--- config.mk ---
export PLATFORM = sky130hd
export DESIGN_NAME = template_delimiter_splitter_core
export DESIGN_NICKNAME = d
export VERILOG_FILES = /design/src/hdl/tdsplit_pkg.sv /design/src/hdl/tdsplit_regs.sv /design/src/hdl/tdsplit_dp.sv /design/src/hdl/tdsplit_ctrl.sv /design/src/hdl/template_delimiter_splitter_core.sv
export VERILOG_INCLUDE_DIRS = /design/src /design/src/hdl
export SDC_FILE = /design/constraint.sdc
export NUM_CORES = 1
export LEC_CHECK = 0
export BUFFER_PORTS_ARGS = -buffer_cell sky130_fd_sc_hd__buf_2
export CAP_MARGIN = 10
export CORE_MARGIN = 2
export CORE_UTILIZATION = 45
export CTS_CLUSTER_DIAMETER = 120
export DETAILED_ROUTE_END_ITERATION = 16
export GPL_TIMING_DRIVEN = 1
export PLACE_DENSITY_LB_ADDON = 0.12
export SYNTH_ARGS = -nofsm -noshare
export SYNTH_HDL_FRONTEND = slang
export SYNTH_SLANG_ARGS = --single-unit
--- constraint.sdc ---
create_clock -name clk -period 7.4 [get_ports clk]
set_input_delay 0.74 -clock clk [delete_from_list [all_inputs] [get_ports clk]]
set_output_delay 0.74 -clock clk [all_outputs]
set_load 0.01 [all_outputs]
--- src/hdl/template_delimiter_splitter_core_defines.svh ---
// Assertion macros shared by the splitter RTL.
`ifndef TEMPLATE_DELIMITER_SPLITTER_CORE_DEFINES_SVH
`define TEMPLATE_DELIMITER_SPLITTER_CORE_DEFINES_SVH

`ifndef ASSERT_OFF
`define TDS_ASSERT(lbl, prop, msg) \
  lbl: assert property (@(posedge clk) disable iff (!rst_n) prop) else $error(msg);
`define TDS_ASSERT_RST(lbl, prop, msg) \
  lbl: assert property (@(posedge clk) prop) else $error(msg);
`else
`define TDS_ASSERT(lbl, prop, msg)
`define TDS_ASSERT_RST(lbl, prop, msg)
`endif

`endif

--- src/hdl/tdsplit_pkg.sv ---
`timescale 1ns / 1ps
package tdsplit_pkg;

  localparam int MAX_DELIM_LEN = 4;
  // Usable delimiter length is capped at four bytes by the 32-bit registers.
  localparam logic [2:0] LEN_CAP =
      (MAX_DELIM_LEN > 4) ? 3'd4 : ((MAX_DELIM_LEN < 1) ? 3'd1 : 3'(MAX_DELIM_LEN));

  localparam int CFG_ADDR_W = 4;

  localparam logic [31:0] OPEN_BYTES_RST  = 32'h0000_7B7B;
  localparam logic [2:0]  OPEN_LEN_RST    = 3'd2;
  localparam logic [31:0] CLOSE_BYTES_RST = 32'h0000_7D7D;
  localparam logic [2:0]  CLOSE_LEN_RST   = 3'd2;

  localparam logic [1:0] KIND_DATA       = 2'd0;
  localparam logic [1:0] KIND_UNIT_END   = 2'd1;
  localparam logic [1:0] KIND_STREAM_END = 2'd2;
  localparam logic [1:0] KIND_UNUSED     = 2'd3;

  typedef enum logic [1:0] {
    REG_OPEN_BYTES  = 2'd0,
    REG_OPEN_LEN    = 2'd1,
    REG_CLOSE_BYTES = 2'd2,
    REG_CLOSE_LEN   = 2'd3
  } reg_idx_t;

  typedef enum logic [1:0] {
    ACT_NONE  = 2'd0,
    ACT_MARK  = 2'd1,
    ACT_FLUSH = 2'd2,
    ACT_EOI   = 2'd3
  } action_t;

  typedef enum logic {
    ST_IDLE = 1'b0,
    ST_EMIT = 1'b1
  } ctrl_state_t;

  typedef struct packed {
    logic [7:0] in_byte;
    logic       end_of_input;
  } in_item_t;

  typedef struct packed {
    logic [7:0] out_byte;
    logic       out_channel;
    logic [1:0] kind;
    logic       last;
  } out_item_t;

  typedef struct packed {
    logic [31:0] open_bytes;
    logic [2:0]  open_len;
    logic [31:0] close_bytes;
    logic [2:0]  close_len;
  } cfg_t;

  typedef struct packed {
    logic       accept;
    logic       load;
    logic [1:0] idx;
  } dp_cmd_t;

  typedef struct packed {
    logic       has_results;
    logic [1:0] last_idx;
    logic       out_free;
  } dp_status_t;

  function automatic logic [7:0] delim_byte(input logic [31:0] bytes, input logic [1:0] idx);
    delim_byte = bytes[{idx, 3'b000} +: 8];
  endfunction

endpackage

--- src/hdl/tdsplit_regs.sv ---
`timescale 1ns / 1ps
module tdsplit_regs (
  input  logic                               clk,
  input  logic                               rst_n,
  input  logic                               psel,
  input  logic                               penable,
  input  logic                               pwrite,
  input  logic [tdsplit_pkg::CFG_ADDR_W-1:0] paddr,
  input  logic [31:0]                        pwdata,
  output logic [31:0]                        prdata,
  output logic                               pready,
  output tdsplit_pkg::cfg_t                  cfg
);
  import tdsplit_pkg::*;

  cfg_t     cfg_r;
  cfg_t     cfg_nxt;
  reg_idx_t idx;
  logic     wr_en;

  assign pready = 1'b1;
  assign idx    = reg_idx_t'(paddr[3:2]);
  assign wr_en  = psel && penable && pwrite;
  assign cfg    = cfg_r;

  always_comb begin
    cfg_nxt = cfg_r;
    if (wr_en) begin
      unique case (idx)
        REG_OPEN_BYTES:  cfg_nxt.open_bytes  = pwdata;
        REG_OPEN_LEN:    cfg_nxt.open_len    = pwdata[2:0];
        REG_CLOSE_BYTES: cfg_nxt.close_bytes = pwdata;
        REG_CLOSE_LEN:   cfg_nxt.close_len   = pwdata[2:0];
        default:         cfg_nxt = cfg_r;
      endcase
    end
  end

  always_comb begin
    unique case (idx)
      REG_OPEN_BYTES:  prdata = cfg_r.open_bytes;
      REG_OPEN_LEN:    prdata = {29'd0, cfg_r.open_len};
      REG_CLOSE_BYTES: prdata = cfg_r.close_bytes;
      REG_CLOSE_LEN:   prdata = {29'd0, cfg_r.close_len};
      default:         prdata = 32'd0;
    endcase
  end

  always_ff @(posedge clk) begin
    if (!rst_n) begin
      cfg_r.open_bytes  <= OPEN_BYTES_RST;
      cfg_r.open_len    <= OPEN_LEN_RST;
      cfg_r.close_bytes <= CLOSE_BYTES_RST;
      cfg_r.close_len   <= CLOSE_LEN_RST;
    end else begin
      cfg_r <= cfg_nxt;
    end
  end

endmodule

--- src/hdl/tdsplit_dp.sv ---
`timescale 1ns / 1ps
module tdsplit_dp (
  input  logic                    clk,
  input  logic                    rst_n,
  input  tdsplit_pkg::cfg_t       cfg,
  input  tdsplit_pkg::in_item_t   in_data,
  input  tdsplit_pkg::dp_cmd_t    cmd,
  output tdsplit_pkg::dp_status_t status,
  output logic                    out_valid,
  output tdsplit_pkg::out_item_t  out_data,
  input  logic                    out_stall
);
  import tdsplit_pkg::*;

  function automatic logic [2:0] eff_len(input logic [2:0] len);
    logic [2:0] l;
    l = len;
    if (l < 3'd1) l = 3'd1;
    if (l > LEN_CAP) l = LEN_CAP;
    eff_len = l;
  endfunction

  logic       mode_r, mode_nxt;
  logic [1:0] cnt_r, cnt_nxt;
  action_t    act_r, act_nxt;
  logic [7:0] byte_r;
  logic       chan_r;
  logic [1:0] last_idx_r, last_idx_nxt;
  logic       out_valid_r;
  out_item_t  out_data_r, result;

  logic [31:0] cur_bytes, emit_bytes;
  logic [2:0]  cur_len, cnt_inc;
  logic        match;

  assign cur_bytes  = mode_r ? cfg.close_bytes : cfg.open_bytes;
  assign cur_len    = eff_len(mode_r ? cfg.close_len : cfg.open_len);
  assign cnt_inc    = {1'b0, cnt_r} + 3'd1;
  assign match      = ({1'b0, cnt_r} < cur_len) &&
                      (in_data.in_byte == delim_byte(cur_bytes, cnt_r));

  // Decide what the accepted item does to the mode and how many results it makes.
  always_comb begin
    mode_nxt     = mode_r;
    cnt_nxt      = cnt_r;
    act_nxt      = ACT_NONE;
    last_idx_nxt = 2'd0;
    if (in_data.end_of_input) begin
      act_nxt      = ACT_EOI;
      last_idx_nxt = 2'd1;
      mode_nxt     = 1'b0;
      cnt_nxt      = 2'd0;
    end else if (match) begin
      if (cnt_inc >= cur_len) begin
        act_nxt  = ACT_MARK;
        mode_nxt = !mode_r;
        cnt_nxt  = 2'd0;
      end else begin
        cnt_nxt = cnt_inc[1:0];
      end
    end else if ({1'b0, cnt_r} >= cur_len) begin
      // A shortened length left the count complete: close the delimiter.
      act_nxt  = ACT_MARK;
      mode_nxt = !mode_r;
      cnt_nxt  = 2'd0;
    end else begin
      act_nxt      = ACT_FLUSH;
      last_idx_nxt = cnt_r;
      cnt_nxt      = 2'd0;
    end
  end

  // Users keep config stable as results drain (unchecked); flush reads it live.
  assign emit_bytes = chan_r ? cfg.close_bytes : cfg.open_bytes;

  always_comb begin
    result      = '0;
    result.last = (cmd.idx == last_idx_r);
    case (act_r)
      ACT_EOI: begin
        result.kind        = KIND_STREAM_END;
        result.out_channel = cmd.idx[0];
      end
      ACT_MARK: begin
        result.kind        = KIND_UNIT_END;
        result.out_channel = chan_r;
      end
      ACT_FLUSH: begin
        result.kind        = KIND_DATA;
        result.out_channel = chan_r;
        result.out_byte    = (cmd.idx < last_idx_r) ? delim_byte(emit_bytes, cmd.idx) : byte_r;
      end
      default: result = '0;
    endcase
  end

  assign status.has_results = (act_nxt != ACT_NONE);
  assign status.last_idx    = last_idx_r;
  assign status.out_free    = !out_valid_r || !out_stall;
  assign out_valid          = out_valid_r;
  assign out_data           = out_data_r;

  always_ff @(posedge clk) begin
    if (!rst_n) begin
      mode_r      <= 1'b0;
      cnt_r       <= 2'd0;
      act_r       <= ACT_NONE;
      out_valid_r <= 1'b0;
    end else begin
      if (cmd.accept) begin
        mode_r <= mode_nxt;
        cnt_r  <= cnt_nxt;
        act_r  <= act_nxt;
      end
      if (cmd.load) begin
        out_valid_r <= 1'b1;
      end else if (!out_stall) begin
        out_valid_r <= 1'b0;
      end
    end
  end

  always_ff @(posedge clk) begin
    if (cmd.accept) begin
      byte_r     <= in_data.in_byte;
      chan_r     <= mode_r;
      last_idx_r <= last_idx_nxt;
    end
    if (cmd.load) begin
      out_data_r <= result;
    end
  end

endmodule

--- src/hdl/tdsplit_ctrl.sv ---
`timescale 1ns / 1ps
module tdsplit_ctrl (
  input  logic                    clk,
  input  logic                    rst_n,
  input  logic                    in_valid,
  output logic                    in_stall,
  input  tdsplit_pkg::dp_status_t status,
  output tdsplit_pkg::dp_cmd_t    cmd
);
  import tdsplit_pkg::*;

  ctrl_state_t state_r, state_nxt;
  logic [1:0]  idx_r, idx_nxt;

  always_ff @(posedge clk) begin
    if (!rst_n) begin
      state_r <= ST_IDLE;
      idx_r   <= 2'd0;
    end else begin
      state_r <= state_nxt;
      idx_r   <= idx_nxt;
    end
  end

  always_comb begin
    state_nxt  = state_r;
    idx_nxt    = idx_r;
    in_stall   = 1'b1;
    cmd.accept = 1'b0;
    cmd.load   = 1'b0;
    cmd.idx    = idx_r;
    unique case (state_r)
      ST_IDLE: begin
        in_stall   = 1'b0;
        cmd.accept = in_valid;
        if (in_valid && status.has_results) begin
          state_nxt = ST_EMIT;
          idx_nxt   = 2'd0;
        end
      end
      ST_EMIT: begin
        // One result goes into the output register per free cycle.
        if (status.out_free) begin
          cmd.load = 1'b1;
          if (idx_r == status.last_idx) begin
            state_nxt = ST_IDLE;
          end else begin
            idx_nxt = idx_r + 2'd1;
          end
        end
      end
      default: state_nxt = ST_IDLE;
    endcase
  end

endmodule

--- src/hdl/template_delimiter_splitter_core.sv ---
`timescale 1ns / 1ps
// Splits a byte stream into plain text and variable text using open and close
// delimiters set through the register port. A byte that only advances a match
// produces no result, a completed delimiter one, a broken match up to four (the
// matched bytes, then the breaking byte), and an end of input two, one per
// channel. The controller loads results one at a
// time into a single output register and holds in_stall high until the last one
// is loaded; a stalled output delays the loads further. The next byte may enter
// while the last result still waits in the output register.
`include "template_delimiter_splitter_core_defines.svh"
module template_delimiter_splitter_core (
  input  logic                               clk,
  input  logic                               rst_n,
  input  logic                               in_valid,
  output logic                               in_stall,
  input  tdsplit_pkg::in_item_t              in_data,
  output logic                               out_valid,
  input  logic                               out_stall,
  output tdsplit_pkg::out_item_t             out_data,
  input  logic                               psel,
  input  logic                               penable,
  input  logic                               pwrite,
  input  logic [tdsplit_pkg::CFG_ADDR_W-1:0] paddr,
  input  logic [31:0]                        pwdata,
  output logic [31:0]                        prdata,
  output logic                               pready
);
  import tdsplit_pkg::*;

  cfg_t       cfg;
  dp_cmd_t    cmd;
  dp_status_t status;

  tdsplit_regs u_regs (
    .clk     (clk),
    .rst_n   (rst_n),
    .psel    (psel),
    .penable (penable),
    .pwrite  (pwrite),
    .paddr   (paddr),
    .pwdata  (pwdata),
    .prdata  (prdata),
    .pready  (pready),
    .cfg     (cfg)
  );

  tdsplit_ctrl u_ctrl (
    .clk      (clk),
    .rst_n    (rst_n),
    .in_valid (in_valid),
    .in_stall (in_stall),
    .status   (status),
    .cmd      (cmd)
  );

  tdsplit_dp u_dp (
    .clk       (clk),
    .rst_n     (rst_n),
    .cfg       (cfg),
    .in_data   (in_data),
    .cmd       (cmd),
    .status    (status),
    .out_valid (out_valid),
    .out_data  (out_data),
    .out_stall (out_stall)
  );

  `TDS_ASSERT_RST(a_reset_clears_out, !rst_n |=> !out_valid, "output valid after reset")
  `TDS_ASSERT(a_eoi_holds_input, (in_valid && !in_stall && in_data.end_of_input) |=> in_stall, "end of input did not start result drain")
  `TDS_ASSERT(a_load_when_free, cmd.load |-> status.out_free, "result loaded over a waiting transfer")
  `TDS_ASSERT(a_kind_legal, out_valid |-> (out_data.kind != KIND_UNUSED), "illegal result kind")

endmodule

==> results.txt <==
Status -> completed
I/O pin cnt -> 99
Maxcap violations -> 0
CTS tree -> built
Layout cell share with drive strength beyond 1 -> 23.74%
Syn Nets -> 642
# fillers -> 1,133
Net Sw Frac -> 24.34%
Post-synthesis sequential area ratio -> 40.82%
CTS clk-pin slew, worst paths -> 0.06 ns
Mapped cell area -> 0.005567 mm^2
Max Buffers Root-to-Sink -> 2
DP Area -> 0.006115 mm^2
Synthesized area per cell -> 9.532 um^2
Synth top cells by count -> 146 x nand2_1, 79 x dfxtp_1, 55 x mux2i_1, 45 x nor2_1, 43 x a21boi_0
Initial antenna violation count -> 0
Initial Util -> 46.15%
Area contributors post-synth -> dfxtp_1 28%, mux4_2 13%, edfxtp_1 12%
TNS Setup -> 0 ns
Total gr overflow -> 0
Total CTS buffers -> 9
Startpoint class of the critical path -> input port
Hold buffer count at CTS -> 0
Top cell type's share of synthesized area -> 28.41%
Final instance area -> 0.006415 mm^2
Yosys cell types -> 50
# rows -> 40
Die height -> 115.2 um
Min-Delay Path Class -> reg -> reg
Footprint of the multi-input gates -> 0.003074 mm^2
Overall Power -> 1.223 mW
Port Buffers -> 95
Largest net degree at the start of global routing -> 83
Hold Slack -> 0.4953 ns
Simple-Gate Fraction of Synth Area -> 19.35%
Top FF cell, synth -> dfxtp_1
Pins over their slew limit -> 0
Vias -> 4,494
Slew headroom -> 22.17%
Global-route wire length before repair -> 22,510 um
Die ar. -> 0.01328 mm^2
Tcrit/Tclk final -> 42.82%
Adder-cell share of the synthesized area -> 1.349%
Inserted Diodes -> 0
Vias per cell -> 5.447
Total GRT Usage -> 22.48%
Final wirelength -> 14,600 um
Internal power -> 925.1 uW
Post-CTS Setup Inserts -> 0
Die width -> 115.2 um
Critical path type -> in -> out
Clk Latency, worst-skew pair -> 0.35 ns
Detail Route Antenna Nets -> 0
Clock root cell -> clkbuf_16
P_leak -> 2.596 nW
WL/cell -> 17.70 um
# clock sinks -> 102
Worst VDD drop -> 0.09803 mV
FF/Latch Area -> 0.002272 mm^2
Xor/xnor share of the synthesized area -> 0.9440%
RePlAce Congestion -> 0.7982
Async SR Flop Fraction -> 0%
Number of H-tree levels -> 3
Post-Syn Instances -> 584
Fmax -> 315.6 MHz
Clock power share -> 39.4%
Mux cell area share after synthesis -> 23.04%
Worst-Margin Slew -> 1.167 ns
Floorplan core area -> 0.01206 mm^2
Unrepaired setup endpoints after global routing -> no
EDFF count, synth -> 23
First drt pass iteration count -> 5
WP data required -> 6.66 ns
Yosys top cell by area -> dfxtp_1
Tmin final -> 3.169 ns
Vias in the first global route -> 4,268
NumNets Final -> 710
Crit end category -> output pin
Critical Path Fanout Max -> 37
Largest family of logic cells by synthesized area -> multiplexers
Compound-Gate Fraction of Synth Area -> 10.25%
Dpl hpwl -> 9778 um
Area growth, synth to finish -> 15.24%
Flop pwr share -> 49.2%
Switching power total -> 297.7 uW
Drt drc -> 0
Logic pwr share -> 11.5%
Register bit count reported by yosys -> 102
Crit path DAT -> 2.43 ns
# setup viols final -> 0
Synthesis warning total -> 0
First DRT Iteration DRCs -> 274
Clock Skews -> 0.01062 ns
P per Cell Area -> 190.6 mW/mm^2
Final hold vios -> 0
Count leader, synth -> nand2_1
Post-CTS resize count -> 0
-- cell usage in the layout (no fill, tap or decap), drive strengths merged, types with 2 or more instances in the layout --
cell type	netlist	final
and2	2	2
o21ai	4	4
a21boi	46	46
mux2i	56	56
inv	8	8
ha	6	6
clkbuf	33	11
o21a	2	2
mux4	31	31
a21o	4	4
xor2	5	5
nor3	2	2
nand3	38	38
a22oi	4	4
clkinv	0	4
nand2b	2	2
nor2b	7	7
nor2	45	45
buf	12	102
a211oi	8	8
a21oi	2	2
nand2	146	146
edfxtp	23	23
dfxtp	79	79
nor4b	2	2
-- per-layer routing --
layer | track usage [%] | vias to the layer above | routed length (um)
li1 | - | 2182 | -
met1 | 30.68 | 2165 | 6606
met2 | 36.94 | 134 | 7040
met3 | 3.426 | 13 | 777
met4 | 7.149 | 0 | 177
met5 | 0 | - | 0
-- metrics by stage --
step                utilization [%]  worst slack, ns  instances
floorplan                         -            4.639        584
global placement              50.70            4.230        809
detailed placement            50.70            4.239        809
CTS                           53.18            4.238        825
global route                  53.18            4.167        825
finish                        53.18            4.231        825
-- final timing paths --
kind	to	slack, ns	cells after the start	startpoint
max reg2reg	u_ctrl.state_r$_SDFF_PN0_	4.32	11	u_dp.mode_r$_SDFFE_PN0P_
min reg2reg	u_regs.cfg[9]$_SDFFE_PN1P_	0.50	2	u_regs.cfg[9]$_SDFFE_PN1P_
max	prdata[0]	4.23	3	paddr[3]
min	u_regs.cfg[9]$_SDFFE_PN1P_	0.50	2	u_regs.cfg[9]$_SDFFE_PN1P_
-- area by class of cell --
cell class | instances | share of cell area [%]
clock buffer | 11 | 3.940
multi-input combinational | 429 | 47.92
inverter | 8 | 0.4681
timing repair buffer | 102 | 8.231
sequential | 102 | 35.42
clock inverter | 5 | 0.7412
tap | 168 | 3.277
-- registers in the layout, summed over array words and instances (netlist names) --
signal           count
u_ctrl.idx_r         2
u_ctrl.state_r       1
u_dp.act_r           2
u_dp.byte_r          8
u_dp.chan_r          1
u_dp.cnt_r           2
u_dp.last_idx_r      2
u_dp.mode_r          1
u_dp.out_data       12
u_dp.out_valid       1
u_regs.cfg          70
-- worst max-delay path: stages --
cell,delay [ns]
buf_2,0.85
mux4_2,0.65
buf_2,0.16
-- power groups by stage --
stage | combinational [mW] | sequential, mW | clock [mW]
finish | 0.141 | 0.601 | 0.481
global route | 0.153 | 0.603 | 0.512
CTS | 0.141 | 0.601 | 0.490
detailed placement | 0.141 | 0.614 | 0
global placement | 0.139 | 0.613 | 0
floorplan | 0.0891 | 0.612 | 0
-- cells by family (layout without fill, tap and decap cells) --
family	after synthesis	count (layout)
and+or+nand+nor	251	251
DFF	102	102
muxes	88	88
AOI/OAI and AO/OA	77	77
buffers and inverters	53	126
adders and majority gates	6	6
xor gates and xnor gates	6	6
other	1	1
Power figures use the tool's default switching activity.
